===== src/awc_pkg.sv =====
package awc_pkg;

	localparam int ALPHABET = 26;
	localparam int LETTER_W = 5;
	localparam int CMD_W    = 2;
	localparam int STATUS_W = 2;
	localparam int COUNT_W  = 16;
	localparam int NZ_W     = $clog2(ALPHABET + 1);

	localparam logic [COUNT_W-1:0] COUNT_MAX = '1;

	// Command codes carried on the input tuser.
	localparam logic [CMD_W-1:0] CMD_PATTERN = 2'd0;
	localparam logic [CMD_W-1:0] CMD_TEXT    = 2'd1;
	localparam logic [CMD_W-1:0] CMD_CLEAR   = 2'd2;

	// Status codes carried on the output tuser.
	localparam logic [STATUS_W-1:0] ST_PATTERN  = 2'd0;
	localparam logic [STATUS_W-1:0] ST_TEXT     = 2'd1;
	localparam logic [STATUS_W-1:0] ST_REJECTED = 2'd2;
	localparam logic [STATUS_W-1:0] ST_CLEARED  = 2'd3;

	typedef logic [LETTER_W-1:0] letter_t;

	// One update of the difference bank: at most one increment and one decrement.
	typedef struct packed {
		logic    commit;
		logic    clear;
		logic    inc_en;
		letter_t inc_letter;
		logic    dec_en;
		letter_t dec_letter;
	} diff_upd_t;

endpackage


===== src/awc_diff_bank.sv =====
module awc_diff_bank #(
	parameter int DIFF_W = 8
) (
	input  logic                  clk,
	input  logic                  arst_n,
	input  awc_pkg::diff_upd_t    upd,
	output logic [awc_pkg::NZ_W-1:0] nz_next
);
	import awc_pkg::*;

	logic signed [DIFF_W-1:0] diff_q [ALPHABET];
	logic [NZ_W-1:0]          nz_q;

	logic [ALPHABET-1:0] only_inc, only_dec, is_zero, is_plus1, is_minus1;
	logic [1:0]          gain, lose;

	// Each lane recognizes its own letter, so no array is read at a chosen index.
	for (genvar i = 0; i < ALPHABET; i++) begin : g_lane
		logic inc_hit, dec_hit;
		assign inc_hit      = upd.inc_en && (upd.inc_letter == LETTER_W'(i));
		assign dec_hit      = upd.dec_en && (upd.dec_letter == LETTER_W'(i));
		assign only_inc[i]  = inc_hit && !dec_hit;
		assign only_dec[i]  = dec_hit && !inc_hit;
		assign is_zero[i]   = (diff_q[i] == '0);
		assign is_plus1[i]  = (diff_q[i] == DIFF_W'(1));
		assign is_minus1[i] = (diff_q[i] == '1);

		always_ff @(posedge clk or negedge arst_n) begin
			if (!arst_n) begin
				diff_q[i] <= '0;
			end else if (upd.commit) begin
				if (upd.clear) begin
					diff_q[i] <= '0;
				end else if (only_inc[i]) begin
					diff_q[i] <= diff_q[i] + DIFF_W'(1);
				end else if (only_dec[i]) begin
					diff_q[i] <= diff_q[i] - DIFF_W'(1);
				end
			end
		end
	end

	// Only two lanes can change, so the nonzero count moves by at most two.
	assign gain = {1'b0, |(only_inc & is_zero)} + {1'b0, |(only_dec & is_zero)};
	assign lose = {1'b0, |(only_inc & is_minus1)} + {1'b0, |(only_dec & is_plus1)};

	always_comb begin
		if (upd.clear) begin
			nz_next = '0;
		end else begin
			nz_next = nz_q + NZ_W'(gain) - NZ_W'(lose);
		end
	end

	always_ff @(posedge clk or negedge arst_n) begin
		if (!arst_n) begin
			nz_q <= '0;
		end else if (upd.commit) begin
			nz_q <= nz_next;
		end
	end

endmodule


===== src/anagram_window_counter.sv =====
// Channel  | Dir | Signals                         | Contents
// s_axis   | in  | tvalid tready tdata[7:0] tuser  | tdata: letter; tuser: command
// m_axis   | out | tvalid tready tdata[23:0] tuser | tdata: window_full, match, count;
//          |     |                                 | tuser: status
//
// Every accepted transfer is finished in the cycle it is taken: the difference bank,
// the window counters and the ring are updated at that edge and the result is
// loaded into the output register, so one letter per cycle is sustained while m_axis is not stalled.
// The ring is a single-port-write memory whose read of the oldest letter is
// registered ahead of use, at the pointer value being written back.
// Reset clears all control state at once; the ring needs no clearing pass.
// A new transfer is taken while the output register is empty or being drained.
module anagram_window_counter #(
	parameter int MAX_PATTERN = 64
) (
	input  logic        clk,
	input  logic        arst_n,
	input  logic        s_axis_tvalid,
	output logic        s_axis_tready,
	input  logic [7:0]  s_axis_tdata,  // [4:0] letter, [7:5] zero
	input  logic [1:0]  s_axis_tuser,  // [1:0] command
	output logic        m_axis_tvalid,
	input  logic        m_axis_tready,
	output logic [23:0] m_axis_tdata,  // [0] window_full, [1] match, [17:2] match_count
	output logic [1:0]  m_axis_tuser   // [1:0] status
);
	import awc_pkg::*;

	// Length counters must hold MAX_PATTERN itself; the ring pointer indexes the ring.
	localparam int LEN_W  = $clog2(MAX_PATTERN + 1);
	localparam int PTR_W  = (MAX_PATTERN > 1) ? $clog2(MAX_PATTERN) : 1;
	localparam int DIFF_W = LEN_W + 1;

	logic [CMD_W-1:0] command;
	letter_t          letter;
	logic             accept;

	assign command = s_axis_tuser;
	assign letter  = s_axis_tdata[LETTER_W-1:0];
	assign accept  = s_axis_tvalid && s_axis_tready;

	// Window state.
	logic [LEN_W-1:0] pattern_len_q, fill_q;
	logic [PTR_W-1:0] ptr_q, ptr_d;
	logic             text_started_q;
	logic [COUNT_W-1:0] matches_q;

	// Ring of the last text letters, with a registered read ahead of use.
	letter_t          ring_mem [MAX_PATTERN];
	letter_t          ring_rd_q, byp_data_q, oldest;
	logic             byp_q;
	logic             ring_we;

	// Output register.
	logic               out_valid_q;
	logic [STATUS_W-1:0] out_status_q;
	logic               out_full_q, out_match_q;
	logic [COUNT_W-1:0] out_count_q;

	diff_upd_t        upd;
	logic [NZ_W-1:0]  nz_next;

	awc_diff_bank #(.DIFF_W(DIFF_W)) u_bank (
		.clk    (clk),
		.arst_n (arst_n),
		.upd    (upd),
		.nz_next(nz_next)
	);

	// Decode of the accepted transfer.
	logic letter_ok, is_clear, pat_ok, text_ok, text_store, window_drop, full_now, hit;
	logic [LEN_W-1:0] ptr_ext, ptr_inc;
	logic [PTR_W-1:0] ptr_wrap;
	logic [STATUS_W-1:0] status_d;
	logic [COUNT_W-1:0]  matches_d;

	assign letter_ok  = (letter < LETTER_W'(ALPHABET));
	assign is_clear   = (command == CMD_CLEAR);
	assign pat_ok     = (command == CMD_PATTERN) && letter_ok && !text_started_q &&
	                    (pattern_len_q < LEN_W'(MAX_PATTERN));
	assign text_ok    = (command == CMD_TEXT) && letter_ok;
	assign text_store = text_ok && (pattern_len_q != '0);

	// Once the window is full the slot at the pointer holds the oldest letter.
	assign window_drop = (fill_q >= pattern_len_q);
	assign full_now    = window_drop || (fill_q + LEN_W'(1) == pattern_len_q);
	assign hit         = text_store && full_now && (nz_next == '0);
	assign oldest      = byp_q ? byp_data_q : ring_rd_q;

	assign ptr_ext  = LEN_W'(ptr_q);
	assign ptr_inc  = ptr_ext + LEN_W'(1);
	assign ptr_wrap = (ptr_inc >= pattern_len_q) ? '0 : PTR_W'(ptr_inc);

	always_comb begin
		upd            = '0;
		upd.commit     = accept;
		upd.clear      = is_clear;
		upd.inc_en     = pat_ok || (text_store && window_drop);
		upd.inc_letter = pat_ok ? letter : oldest;
		upd.dec_en     = text_store;
		upd.dec_letter = letter;
	end

	always_comb begin
		if (is_clear) begin
			status_d = ST_CLEARED;
		end else if (pat_ok) begin
			status_d = ST_PATTERN;
		end else if (text_ok) begin
			status_d = ST_TEXT;
		end else begin
			status_d = ST_REJECTED;
		end
	end

	always_comb begin
		if (is_clear) begin
			matches_d = '0;
		end else if (hit && matches_q != COUNT_MAX) begin
			matches_d = matches_q + COUNT_W'(1);
		end else begin
			matches_d = matches_q;
		end
	end

	// The pointer value after this cycle also addresses the look-ahead read.
	always_comb begin
		if (accept && is_clear) begin
			ptr_d = '0;
		end else if (accept && text_store) begin
			ptr_d = ptr_wrap;
		end else begin
			ptr_d = ptr_q;
		end
	end

	assign ring_we = accept && text_store;

	always_ff @(posedge clk) begin
		if (ring_we) begin
			ring_mem[ptr_q] <= letter;
		end
	end

	always_ff @(posedge clk) begin
		ring_rd_q  <= ring_mem[ptr_d];
		byp_data_q <= letter;
	end

	// A one-letter pattern reads back the slot it is writing in the same cycle.
	always_ff @(posedge clk or negedge arst_n) begin
		if (!arst_n) begin
			byp_q <= 1'b0;
		end else begin
			byp_q <= ring_we && (ptr_d == ptr_q);
		end
	end

	always_ff @(posedge clk or negedge arst_n) begin
		if (!arst_n) begin
			pattern_len_q  <= '0;
			fill_q         <= '0;
			ptr_q          <= '0;
			text_started_q <= 1'b0;
			matches_q      <= '0;
		end else begin
			ptr_q <= ptr_d;
			if (accept) begin
				matches_q <= matches_d;
				if (is_clear) begin
					pattern_len_q  <= '0;
					fill_q         <= '0;
					text_started_q <= 1'b0;
				end else if (pat_ok) begin
					pattern_len_q <= pattern_len_q + LEN_W'(1);
				end else if (text_ok) begin
					text_started_q <= 1'b1;
					if (text_store && !window_drop) begin
						fill_q <= fill_q + LEN_W'(1);
					end
				end
			end
		end
	end

	// Output register; it takes a new result whenever it is empty or being drained.
	assign s_axis_tready = !out_valid_q || m_axis_tready;

	always_ff @(posedge clk or negedge arst_n) begin
		if (!arst_n) begin
			out_valid_q <= 1'b0;
		end else if (s_axis_tready) begin
			out_valid_q <= s_axis_tvalid;
		end
	end

	always_ff @(posedge clk) begin
		if (accept) begin
			out_status_q <= status_d;
			out_full_q   <= text_store && full_now;
			out_match_q  <= hit;
			out_count_q  <= matches_d;
		end
	end

	assign m_axis_tvalid = out_valid_q;
	assign m_axis_tuser  = out_status_q;
	assign m_axis_tdata  = {6'd0, out_count_q, out_match_q, out_full_q};

endmodule


===== config.mk =====
export PLATFORM = sky130hd
export DESIGN_NAME = anagram_window_counter
export DESIGN_NICKNAME = d
export VERILOG_FILES = /design/src/awc_pkg.sv /design/src/awc_diff_bank.sv /design/src/anagram_window_counter.sv
export SDC_FILE = /design/constraint.sdc
export NUM_CORES = 1
export LEC_CHECK = 0
export BUFFER_PORTS_ARGS = -buffer_cell sky130_fd_sc_hd__buf_2
export CORE_MARGIN = 2
export CORE_UTILIZATION = 66
export CTS_BUF_LIST = sky130_fd_sc_hd__clkbuf_2
export DETAILED_ROUTE_END_ITERATION = 10
export PLACE_DENSITY_LB_ADDON = 0.1
export SYNTH_ARGS = -nofsm -noshare
export SYNTH_HDL_FRONTEND = slang
export SYNTH_SLANG_ARGS = --single-unit

===== constraint.sdc =====
create_clock -name clk -period 8.3 [get_ports clk]
set_input_delay 1.66 -clock clk [delete_from_list [all_inputs] [get_ports clk]]
set_output_delay 1.66 -clock clk [all_outputs]
set_load 0.01 [all_outputs]

* Yosys cells after proc, flatten, opt, wreduce, memory -nomap -nowiden
Memory sizes are Yosys's and may differ from the RTL's. A register that Yosys moved wholly into a read port is not among the register bits.
Index checks and enable logic that the tools add are counted.
** Word-level totals
- Input bits :: 14
- ROM bits :: 0
- Latch bits :: 0
- Memory bits (writable) :: 320
- Word-level logic and storage cells :: 584
- Output and inout port bits :: 28
- Memories :: 1
- Register bits :: 277
** Memory list
- ring_mem :: words 64, bits a word 5, read ports 1, clocked after Yosys merged registers in 1, write ports 1, line anagram_window_counter.sv:49 : letter_t ring_mem [MAX_PATTERN];
** Cells by class
- $add $sub $neg :: 60
- Bitwise gates (word level) :: 4
- Divide/modulo/power cells :: 0
- Reductions and logical operators :: 269
- Shifts and indexed selects :: 0
- Equal/unequal tests :: 108
- Mux-type cells :: 99
- Order comparisons :: 4
- $mul :: 0
** Operator list (number)
- 8-bit 2-to-1 mux :: 78
- 8-bit by 2-bit adder with 8-bit output, second input constant :: 26
- 8-bit by 2-bit equality test with 1-bit output, second input constant :: 26
- 8-bit equality test, second input constant :: 26
- 8-bit logical NOT :: 26
- 8-bit by 2-bit subtractor with 8-bit output, second input constant :: 26
- 1-bit logical AND :: 118
- 26-bit AND :: 4
- 26-bit OR reduction :: 4
- 5-bit equality test, second input constant :: 20
- 5-bit by 4-bit equality test with 1-bit output, second input constant :: 16
- 3-bit nonzero test :: 26
- 1-bit logical NOT :: 55
- 2-bit AND reduction :: 27
- 7-bit 2-to-1 mux :: 6
- 5-bit by 3-bit equality test with 1-bit output, second input constant :: 8
- 16-bit 2-to-1 mux :: 2
- 5-bit by 2-bit equality test with 1-bit output, second input constant :: 4
- 6-bit 2-to-1 mux :: 3
- 16-bit by 1-bit adder with 16-bit output, second input constant :: 1
- 16-bit inequality test, second input constant :: 1
- 5-bit logical NOT :: 3
- 5-bit 2-to-1 mux :: 3
- 7-bit by 1-bit adder with 7-bit output, second input constant :: 2
- other kinds (21) :: 33

* Logic depth before layout (Yosys ltp)
Gate-level depths: netlist (run 1).
- Word-level depth :: 20
- Gate-level depth with buffers :: 29
- Gate-level depth less buffers :: 24

* By module
Synthesis (run 1) repeated with hierarchy kept, for this count alone.
** Unflattened totals
- Cells, all modules :: 3204
- Area total of the unflattened synthesis :: 33243.1 sq um
** By module, submodules not included
- anagram_window_counter :: area an instance 16962.5 sq um, cells an instance 1306, seq. area each 11385.9 sq um, instances 1
- awc_diff_bank :: area an instance 16280.6 sq um, cells an instance 1898, seq. area each 5330.1 sq um, instances 1

* Worst setup path before layout (run 1)
OpenSTA, ideal clock, no wires.
- Kind :: input-to-reg
- Start :: input s_axis_tdata[1]
- End :: register out_count_q[9], data pin
- Path buffers :: 5
- Data arrival time :: 6.987 ns
- Data required time :: 8.034 ns
- Setup time :: 0.266 ns
- Path slack :: 1.047 ns
- Stages :: 25
- Cells stage by stage :: buf_2 -> o211a_1 -> a211oi_4 -> a31oi_2 -> buf_2 -> buf_2 -> buf_2 -> o21ai_1 -> o22ai_1 -> nor4_1 -> nand4_1 -> fa_1 -> fa_1 -> inv_1 -> ha_1 -> a21o_1 -> a21oi_1 -> xnor2_1 -> xor2_1 -> a41oi_1 -> nor4_1 -> buf_2 -> nand3_1 -> xor2_1 -> nor2_1
** On the way
- Word-level cells in the longest chain between the ends :: 20
- Elaborated cells on any way between the ends :: 236
- Classes of those cells :: 4 x add/sub; 1 x order compare; 50 x eq/ne; 4 x mux; 4 x bitwise; 173 x reduce/logical
** Ends and longest elaborated chain
- start: declaration :: line anagram_window_counter.sv:20 : input logic [7:0] s_axis_tdata,
- 5-bit less-than comparator :: line anagram_window_counter.sv:77 : assign letter_ok = (letter < LETTER_W'(ALPHABET));
- 1-bit logical AND (3 in a row) :: line anagram_window_counter.sv:79 : assign pat_ok = (command == CMD_PATTERN) && letter_ok && !text_started_q &&
- 5-bit 2-to-1 mux :: line anagram_window_counter.sv:99 : upd.inc_letter = pat_ok ? letter : oldest;
- 5-bit by 1-bit equality test with 1-bit output, or another cell as far along :: line awc_diff_bank.sv:20 : assign inc_hit = upd.inc_en && (upd.inc_letter == LETTER_W'(i));
- 1-bit logical AND :: line awc_diff_bank.sv:20
- 1-bit logical NOT :: line awc_diff_bank.sv:23 : assign only_dec[i] = dec_hit && !inc_hit;
- 1-bit logical AND :: line awc_diff_bank.sv:23
- 26-bit AND :: line awc_diff_bank.sv:44 : assign gain = {1'b0, |(only_inc & is_zero)} + {1'b0, |(only_dec & is_zero)};
- [3 not listed]
- 5-bit by 2-bit subtractor with 5-bit output :: line awc_diff_bank.sv:51 : nz_next = nz_q + NZ_W'(gain) - NZ_W'(lose);
- 5-bit 2-to-1 mux :: line awc_diff_bank.sv:48 : if (upd.clear) begin
- 5-bit logical NOT :: line anagram_window_counter.sv:87 : assign hit = text_store && full_now && (nz_next == '0);
- 1-bit logical AND (*) :: line anagram_window_counter.sv:87
- 1-bit logical AND (*) :: line anagram_window_counter.sv:119 : end else if (hit && matches_q != COUNT_MAX) begin
- 16-bit 2-to-1 mux (*) :: line anagram_window_counter.sv:119
- 16-bit 2-to-1 mux (*) :: line anagram_window_counter.sv:117 : if (is_clear) begin
- named net matches_d[9] :: line anagram_window_counter.sv:75 : logic [COUNT_W-1:0] matches_d;
- end signal: assignment :: line anagram_window_counter.sv:202 : out_count_q <= matches_d;
- end: declaration :: line anagram_window_counter.sv:58 : logic [COUNT_W-1:0] out_count_q;
Mark *: on every way through the listed nets, which the timed path passes. The rest lies on a longest branch.
A chain may end at the register's enable or synchronous reset.

* Worst setup path in the final report (run 1)
- Start :: register pattern_len_q[4]
- End :: register out_count_q[6], data pin
** On the way
- Word-level cells in the longest chain between the ends :: 18
- Elaborated cells on any way between the ends :: 211
- Classes of those cells :: 4 x add/sub; 2 x order compare; 26 x eq/ne; 4 x mux; 4 x bitwise; 171 x reduce/logical
** Ends and longest elaborated chain
- start: declaration :: line anagram_window_counter.sv:43 : logic [LEN_W-1:0] pattern_len_q, fill_q;
- start signal: assignment :: line anagram_window_counter.sv:175 : pattern_len_q <= pattern_len_q + LEN_W'(1);
- 7-bit less-than comparator / 7-bit nonzero test (equally long branches) :: line anagram_window_counter.sv:80, anagram_window_counter.sv:82
- 1-bit logical AND, on equally long branches :: line anagram_window_counter.sv:79, anagram_window_counter.sv:82
- 5-bit 2-to-1 mux / 1-bit logical AND (equally long branches) :: line anagram_window_counter.sv:99, anagram_window_counter.sv:98
- 5-bit by 1-bit equality test with 1-bit output, or another cell as far along :: line awc_diff_bank.sv:20
- 1-bit logical AND :: line awc_diff_bank.sv:20
- 1-bit logical NOT :: line awc_diff_bank.sv:23
- 1-bit logical AND :: line awc_diff_bank.sv:23
- 26-bit AND :: line awc_diff_bank.sv:44
- [3 not listed]
- 5-bit by 2-bit subtractor with 5-bit output :: line awc_diff_bank.sv:51
- 5-bit 2-to-1 mux :: line awc_diff_bank.sv:48
- 5-bit logical NOT :: line anagram_window_counter.sv:87
- 1-bit logical AND (*) :: line anagram_window_counter.sv:87
- 1-bit logical AND (*) :: line anagram_window_counter.sv:119
- 16-bit 2-to-1 mux (*) :: line anagram_window_counter.sv:119
- 16-bit 2-to-1 mux (*) :: line anagram_window_counter.sv:117
- named net matches_d[6] :: line anagram_window_counter.sv:75
Marked as above.

==> results of run 1 <==
-- power groups by stage --
stage	clock [uW]	sequential, uW	combinational (uW)
floorplan	0	3460	1580
global route	2300	3490	2580
finish	2110	3470	2440
CTS	2130	3460	2340
global placement	0	3510	2270
detailed placement	0	3520	2330
-- area by class of cell --
class	instances	area (um2)	share of cell area [%]
Multi-Input combinational cell	2604	16700	45.1
Sequential cell	602	16700	45.0
Clock buffer	225	1130	3.03
Timing Repair Buffer	136	1030	2.76
Tap cell	680	851	2.29
Inverter	87	327	0.880
Clock inverter	56	319	0.860
Antenna cell	6	15.0	0.0405
-- worst max-delay path by stage --
stage / end / from / depth (start not counted)
final: out_count_q[6]$_DFFE_PP_ / pattern_len_q[4]$_DFFE_PN0P_ / 24
after global placement: out_count_q[6]$_DFFE_PP_ / s_axis_tuser[1] / 25
after CTS: out_count_q[6]$_DFFE_PP_ / pattern_len_q[4]$_DFFE_PN0P_ / 24
after global routing: out_count_q[6]$_DFFE_PP_ / pattern_len_q[4]$_DFFE_PN0P_ / 24
after floorplan: out_count_q[9]$_DFFE_PP_ / s_axis_tdata[1] / 25
after detailed placement: out_count_q[6]$_DFFE_PP_ / s_axis_tuser[1] / 25
-- routing by layer --
metal	GRT usage [%]	part of all wire, %
met5	0	0
met4	21.3	5.7
met3	9.99	11
met2	58.7	45
met1	50.6	38
-- synth_stat cells (all sizes together) (77+ instances only) --
| library cell | count | area (um2) |
|---|---|---|
| and3 | 77 | 482 |
| dfrtp | 252 | 6310 |
| clkbuf | 108 | 407 |
| buf | 96 | 531 |
| edfxtp | 340 | 10200 |
| a21oi | 143 | 727 |
| nor3 | 120 | 677 |
| nand2 | 298 | 1130 |
| nor2 | 333 | 1260 |
| xnor2 | 99 | 867 |
| mux2i | 97 | 971 |
| nand3 | 179 | 908 |
| ha | 107 | 1340 |
| o21ai | 195 | 995 |
| inv | 86 | 323 |
| or3 | 105 | 657 |
| nand4 | 97 | 613 |
-- flip-flops by register name, summed over array words and instances (netlist names), 6 cells and up --
signal,flops
ring_mem,320
pattern_len_q,7
out_count_q,16
u_bank.diff_q,208
matches_q,16
ptr_q,6
fill_q,7
-- worst max-delay path, cell delays in order (launching register included) --
cell,delay [ps]
dfrtp_1,540
inv_1,130
ha_1,330
a2111oi_0,530
o21ai_0,430
a31oi_4,560
buf_12,230
or4_1,330
o22ai_1,210
nor4_1,700
nand4_1,240
fa_1,530
fa_1,410
inv_1,70
ha_1,180
a21o_1,120
a21oi_1,70
xnor2_1,250
xor2_1,180
a41oi_1,220
nor4b_2,430
buf_4,230
nand3_1,120
xor2_1,150
nor2_1,60
-- stage by stage --
step / power (uW) / util, % / std cells
final: 8010 / 71.9 / 4396
after global routing: 8360 / 71.9 / 4396
after CTS: 7930 / 71.9 / 4390
after detailed placement: 5850 / 69.1 / 4109
after global placement: 5790 / 69.1 / 4109
after floorplan: 5050 / - / 3497
-- cells by family after synthesis --
kind of cell             synth area share (%)
AO/OA/AOI/OAI                            16.4
XOR/XNOR                                 3.11
adder cells (fa/ha/maj)                  4.04
buffers and inverters                    3.65
flip-flops                               48.2
multiplexers                             3.61
other                                  0.0108
AND/OR/NAND/NOR                          21.0
==> summary.md, run 1 <==
| Metric | Value |
|---|---|
| Status | `finished clean` |
| Clk buf depth | `3` |
| Clock group share of total power | `26.3%` |
| Final instance area | `37,100 um2` |
| Leakage | `0.0142 uW` |
| Syn Inst Count | `~3,500` |
| First-pass GRT wire length | `162,000 um` |
| Filler instances | `between 3,000 and 4,000` |
| Largest net degree at the start of global routing | `123` |
| Sequential power share | `between 40% and 50%` |
| Commonest non-fill, non-tap cells in the layout | `340 x edfxtp_1, 328 x nor2_1, 292 x nand2_1, 252 x dfrtp_1, 225 x clkbuf_2` |
| Placed cell area | `between 30,000 and 40,000 um2` |
| Syn Area/Cell | `9.92 um2` |
| Final hold vios | `0` |
| # clock sinks | `approximately 600` |
| Commonest non-fill, non-tap cell in the layout | `edfxtp_1` |
| Nets | `approximately 3,700` |
| H-tree Lvls | `4` |
| Cell internal pwr | `roughly 4800 uW` |
| Clock root buffer master | `clkbuf_2` |
| Skew-Pair Late Insertion Delay | `between 1000 and 1500 ps` |
| Post-synth EDFFs | `between 300 and 400` |
| Row count | `83` |
| RR Startpoint | `pattern_len_q[4]$_DFFE_PN0P_` |
| Combinational power share | `between 30% and 40%` |
| Setup repair after global routing missed its margin | `false` |
| # setup viols final | `0` |
| Worst setup SP type | `register` |
| Worst hold-check path type | `in2async` |
| Hold_ws | `216 ps` |
| TritonCTS Buffers | `about 160` |
| WS Path Type | `reg2reg` |
| Grt total ovfl | `0` |
| Final min period | `7610 ps` |
| DIE AREA | `between 50,000 and 60,000 um2` |
| Die X | `between 200 and 250 um` |
| Reg-to-reg setup timing slack | `690 ps` |
| Via density | `between 6 and 7` |
| Post-CTS Resized | `0` |
| Worst vdd ir | `about 0.22 mV` |
| All-Layer GR Usage | `38.6%` |
| DRC viols | `0` |
| Worst slew pin tran | `around 1200 ps` |
| Layout Skew | `approximately 94 ps` |
| Max transition margin | `roughly a fifth` |
| Area delta synth->final | `7.13%` |
| Register area share after synthesis | `about half` |
| Layout cells sized above 1 | `13.3%` |
| DP Worst Slack | `roughly 56 ps` |
| Port Buffers | `32` |
| R2R depth | `24` |
| Core area | `between 50,000 and 60,000 um2` |
| DRT antenna net count | `0` |
| Fmax | `131 MHz` |
| Reg2reg end | `out_count_q[6]$_DFFE_PP_` |
| Cts hold-fix bufs | `0` |
| Final WS setup | `about 690 ps` |
| Initial antenna violation count | `2` |
| Post-CTS setup buffers | `0` |
| Top FF cell, synth | `edfxtp_1` |
| Max Slew Vio Count | `0` |
| Clk pin slew, worst setup/hold paths | `120 ps` |
| DRT Pass-1 Iters | `8` |
| Fin crit share | `about 92%` |
| Setup TNS | `0 ps` |
| Starting Density | `between 60% and 70%` |
| Largest fanout on the critical path | `20` |
| Synth Register Bits | `between 600 and 700` |
| Netlist cell types | `111` |
| Drt first-iter violations | `~3,800` |
| Worst EP required | `roughly 9400 ps` |
| Vias in the first global route | `~29,000` |
| Pwr Density | `216 nW/um2` |
| DIE HEIGHT | `between 200 and 250 um` |
| Syn. warnings | `0` |
| Post-Synthesis Cell Area | `about 35,000 um2` |
| Worst Path Arrival | `slightly below 9000 ps` |
| DRT Wirelength | `roughly 100,000 um` |
| RePlAce Congestion | `between 1 and 1.5` |
| Sw Pwr | `between 3000 and 4000 uW` |
| Top Ports | `between 40 and 50` |
| DP HPWL | `68,700 um` |
| CTS tree | `done` |
| Max cap viols | `0` |
| Sw Ratio | `between 30% and 40%` |
| Total number of vias | `just over 30,000` |
| Nature of the critical path endpoint | `register` |
| Fraction of registers with async set/reset | `41.9%` |
| Avg WL per Cell | `~24 um` |
No activity file was read; power rests on OpenSTA's default activity.
==> run 2, diff against run 1 <==
--- a/config.mk
+++ b/config.mk
@@ -6,7 +6,7 @@
 export NUM_CORES = 1
 export LEC_CHECK = 0
 export BUFFER_PORTS_ARGS = -buffer_cell sky130_fd_sc_hd__buf_2
-export CORE_MARGIN = 2
+export CORE_MARGIN = 3
 export CORE_UTILIZATION = 66
 export CTS_BUF_LIST = sky130_fd_sc_hd__clkbuf_2
 export DETAILED_ROUTE_END_ITERATION = 10
==> run 2 against run 1 <==
Effect of this change: clock power hardly changed; largest cell class unchanged; critical path depth rose by 2; critical endpoint is now out_count_q[10]$_DFFE_PP_; cell area is essentially flat; highest routed layer unchanged; maximum frequency is 3.4% higher.
==> summary.md, run 2 (same netlist as run 1, synthesis figures left out) <==
| Metric | Value |
|---|---|
| Status | `finished clean (unchanged)` |
| Worst EP required | `9360 ps (was 9410 ps)` |
| Area delta synth->final | `7.21% (was 7.13%)` |
| # setup viols final | `0 (unchanged)` |
| Worst setup SP type | `register (unchanged)` |
| Biggest register | `ring_mem (unchanged)` |
| Filler instances | `3,798 (was 3,792)` |
| Met3 WL | `11,900 um (about the same)` |
| Final WS setup | `944 ps (was 693 ps)` |
| Final hold vios | `0 (unchanged)` |
| Top routing layer used | `met4 (unchanged)` |
| Top Registers | `ring_mem x320, u_bank.diff_q x208 (unchanged)` |
| Port Buffers | `32 (unchanged)` |
| Pwr Density | `215 nW/um2 (was 216 nW/um2)` |
| All-Layer GR Usage | `37.3% (was 38.6%)` |
| Top Ports | `42 (unchanged)` |
| WS Path Type | `reg2reg (unchanged)` |
| Post-CTS Resized | `0 (unchanged)` |
| Max Slew Vio Count | `0 (unchanged)` |
| Layout cells sized above 1 | `13.6% (was 13.3%)` |
| Max transition margin | `19.8% (was 19.1%)` |
| Avg WL per Cell | `23.8 um (was 23.7 um)` |
| Initial antenna violation count | `3 (was 2)` |
| Drt first-iter violations | `3,735 (was 3,823)` |
| Nets | `3,719 (was 3,710)` |
| Setup repair after global routing missed its margin | `false (unchanged)` |
| Met2 WL post-DR | `47,700 um (was 46,600 um)` |
| Final min period | `7360 ps (was 7610 ps)` |
| RePlAce Congestion | `0.968 (was 1.03)` |
| DP Worst Slack | `182 ps (was 56.0 ps)` |
| Grt total ovfl | `0 (unchanged)` |
| Die X | `235 um (was 233 um)` |
| Wl on met1 | `40,200 um (was 39,600 um)` |
| DRC viols | `0 (unchanged)` |
| DIE HEIGHT | `235 um (was 233 um)` |
| Worst vdd ir | `0.156 mV (was 0.219 mV)` |
| DRT antenna net count | `0 (unchanged)` |
| Leakage | `0.0143 uW (was 0.0142 uW)` |
| Worst hold-check path type | `in2async (unchanged)` |
| DRT Pass-1 Iters | `8 (unchanged)` |
| First-pass GRT wire length | `164,000 um (was 162,000 um)` |
| Fin crit share | `88.6% (was 91.6%)` |
| Setup TNS | `0 ps (unchanged)` |
| Critical path endpoint | `out_count_q[10]$_DFFE_PP_ (was out_count_q[6]$_DFFE_PP_)` |
| Commonest non-fill, non-tap cells in the layout | `340 x edfxtp_1, 328 x nor2_1, 292 x nand2_1, 252 x dfrtp_1, 229 x clkbuf_2 (was 340 x edfxtp_1, 328 x nor2_1, 292 x nand2_1, 252 x dfrtp_1, 225 x clkbuf_2)` |
| Reg-to-reg setup timing slack | `940 ps (was 690 ps)` |
| Via density | `6.94 (was 6.93)` |
| DIE AREA | `55,300 um2 (was 54,300 um2)` |
| R2R depth | `26 (was 24)` |
| Worst slew pin tran | `1200 ps (about the same)` |
| Clk pin slew, worst setup/hold paths | `100 ps (was 120 ps)` |
| DRT Wirelength | `105,000 um (was 104,000 um)` |
| DP HPWL | `70,100 um (was 68,700 um)` |
| Cts hold-fix bufs | `0 (unchanged)` |
| Clk buf depth | `3 (unchanged)` |
| Worst Setup SP | `pattern_len_q[4]$_DFFE_PN0P_ (unchanged)` |
| Vias in the first global route | `29,400 (was 29,300)` |
| Hold_ws | `332 ps (was 216 ps)` |
| RR Startpoint | `pattern_len_q[4]$_DFFE_PN0P_ (unchanged)` |
| Skew-Pair Late Insertion Delay | `1410 ps (was 1450 ps)` |
| Total number of vias | `30,500 (about the same)` |
| Post-CTS setup buffers | `0 (unchanged)` |
| Largest fanout on the critical path | `47 (was 20)` |
| Fin cells | `4,397 (was 4,396)` |
| H-tree Lvls | `4 (unchanged)` |
| Worst Path Arrival | `8420 ps (was 8710 ps)` |
| Largest register FFs | `320 (unchanged)` |
| Clock root buffer master | `clkbuf_2 (unchanged)` |
| Max cap viols | `0 (unchanged)` |
| Final Core Density | `72.0% (was 71.9%)` |
| Row count | `83 (unchanged)` |
| Core area | `51,600 um2 (unchanged)` |
| Reg2reg end | `out_count_q[10]$_DFFE_PP_ (was out_count_q[6]$_DFFE_PP_)` |
| Layout Skew | `124 ps (was 94.4 ps)` |
| # clock sinks | `602 (unchanged)` |
| TritonCTS Buffers | `152 (was 155)` |
| Cells after DPL | `4,121 (was 4,109)` |
| Nature of the critical path endpoint | `register (unchanged)` |
| Largest net degree at the start of global routing | `105 (was 123)` |
| Commonest non-fill, non-tap cell in the layout | `edfxtp_1 (unchanged)` |
| CTS tree | `done (unchanged)` |
| Starting Density | `67.1% (unchanged)` |
| Fmax | `136 MHz (was 131 MHz)` |
[run 2: cell count changes in the layout (fill, tap and decap cells not counted), sizes merged]
cell / change
buf: +12
clkbuf: +4
clkinv: -14
inv: +1
diode: -2
[run 2: through the flow]
stage | power [uW] | instance area, um2
6_report | 8000 | 37100
5_1_grt | 8360 | 37100
4_1_cts | 7950 | 37100
3_5_place_dp | 5880 | 35700
3_3_place_gp | 5810 | 35700
2_1_floorplan | 5050 | 34700
[run 2: worst min-delay path by stage]
stage | start | endpoint | slack, ps | cells past startpoint
finish | arst_n | u_bank.diff_q[153]$_DFFE_PN0P_ | 330 | 1
global placement | u_bank.nz_q[0]$_DFFE_PN0P_ | u_bank.nz_q[0]$_DFFE_PN0P_ | 470 | 2
detailed placement | u_bank.nz_q[0]$_DFFE_PN0P_ | u_bank.nz_q[0]$_DFFE_PN0P_ | 470 | 2
CTS | arst_n | u_bank.diff_q[153]$_DFFE_PN0P_ | 260 | 1
floorplan | u_bank.nz_q[0]$_DFFE_PN0P_ | u_bank.nz_q[0]$_DFFE_PN0P_ | 450 | 2
global route | arst_n | u_bank.diff_q[153]$_DFFE_PN0P_ | 290 | 1
[run 2: power by group]
| group | internal [uW] | switching, uW | leakage (uW) |
|---|---|---|---|
| Sequential | 3290 | 177 | 0.00656 |
| Clock | 793 | 1290 | 0.00108 |
| Combinational | 781 | 1670 | 0.00662 |
[run 2: critical path, stage by stage, from the launching register on]
cell and delay [ps]:
dfrtp_1 510, inv_1 120, ha_1 330, a2111oi_0 560, o21ai_0 330, a31oi_4 260, buf_12 270, buf_4 240
nor4_1 90, buf_4 180, or4_1 410, nor4_1 320, buf_4 180, nand4_1 110, fa_1 510, fa_1 390
inv_1 60, ha_1 180, a21o_1 140, a21oi_1 80, xnor2_1 270, xor2_1 180, a41oi_1 230, nor4b_2 450
nand2_1 190, o211a_1 260, a21o_1 150
[run 2: layer usage]
metal	vias to the layer above	track usage (%)
met5	-	0
met4	0	18.5
met3	349	9.25
met2	1933	58.0
met1	14700	49.3
li1	13600	-
[run 2: final cells by class]
cell class,count,area [um2],area share [%]
multi-input combinational,2604,16700,45.1
sequential,602,16700,45.0
clock buffer,229,1150,3.09
timing repair buffer,148,1090,2.94
tap,680,851,2.29
inverter,87,327,0.879
clock inverter,43,268,0.721
antenna,4,10.0,0.0269
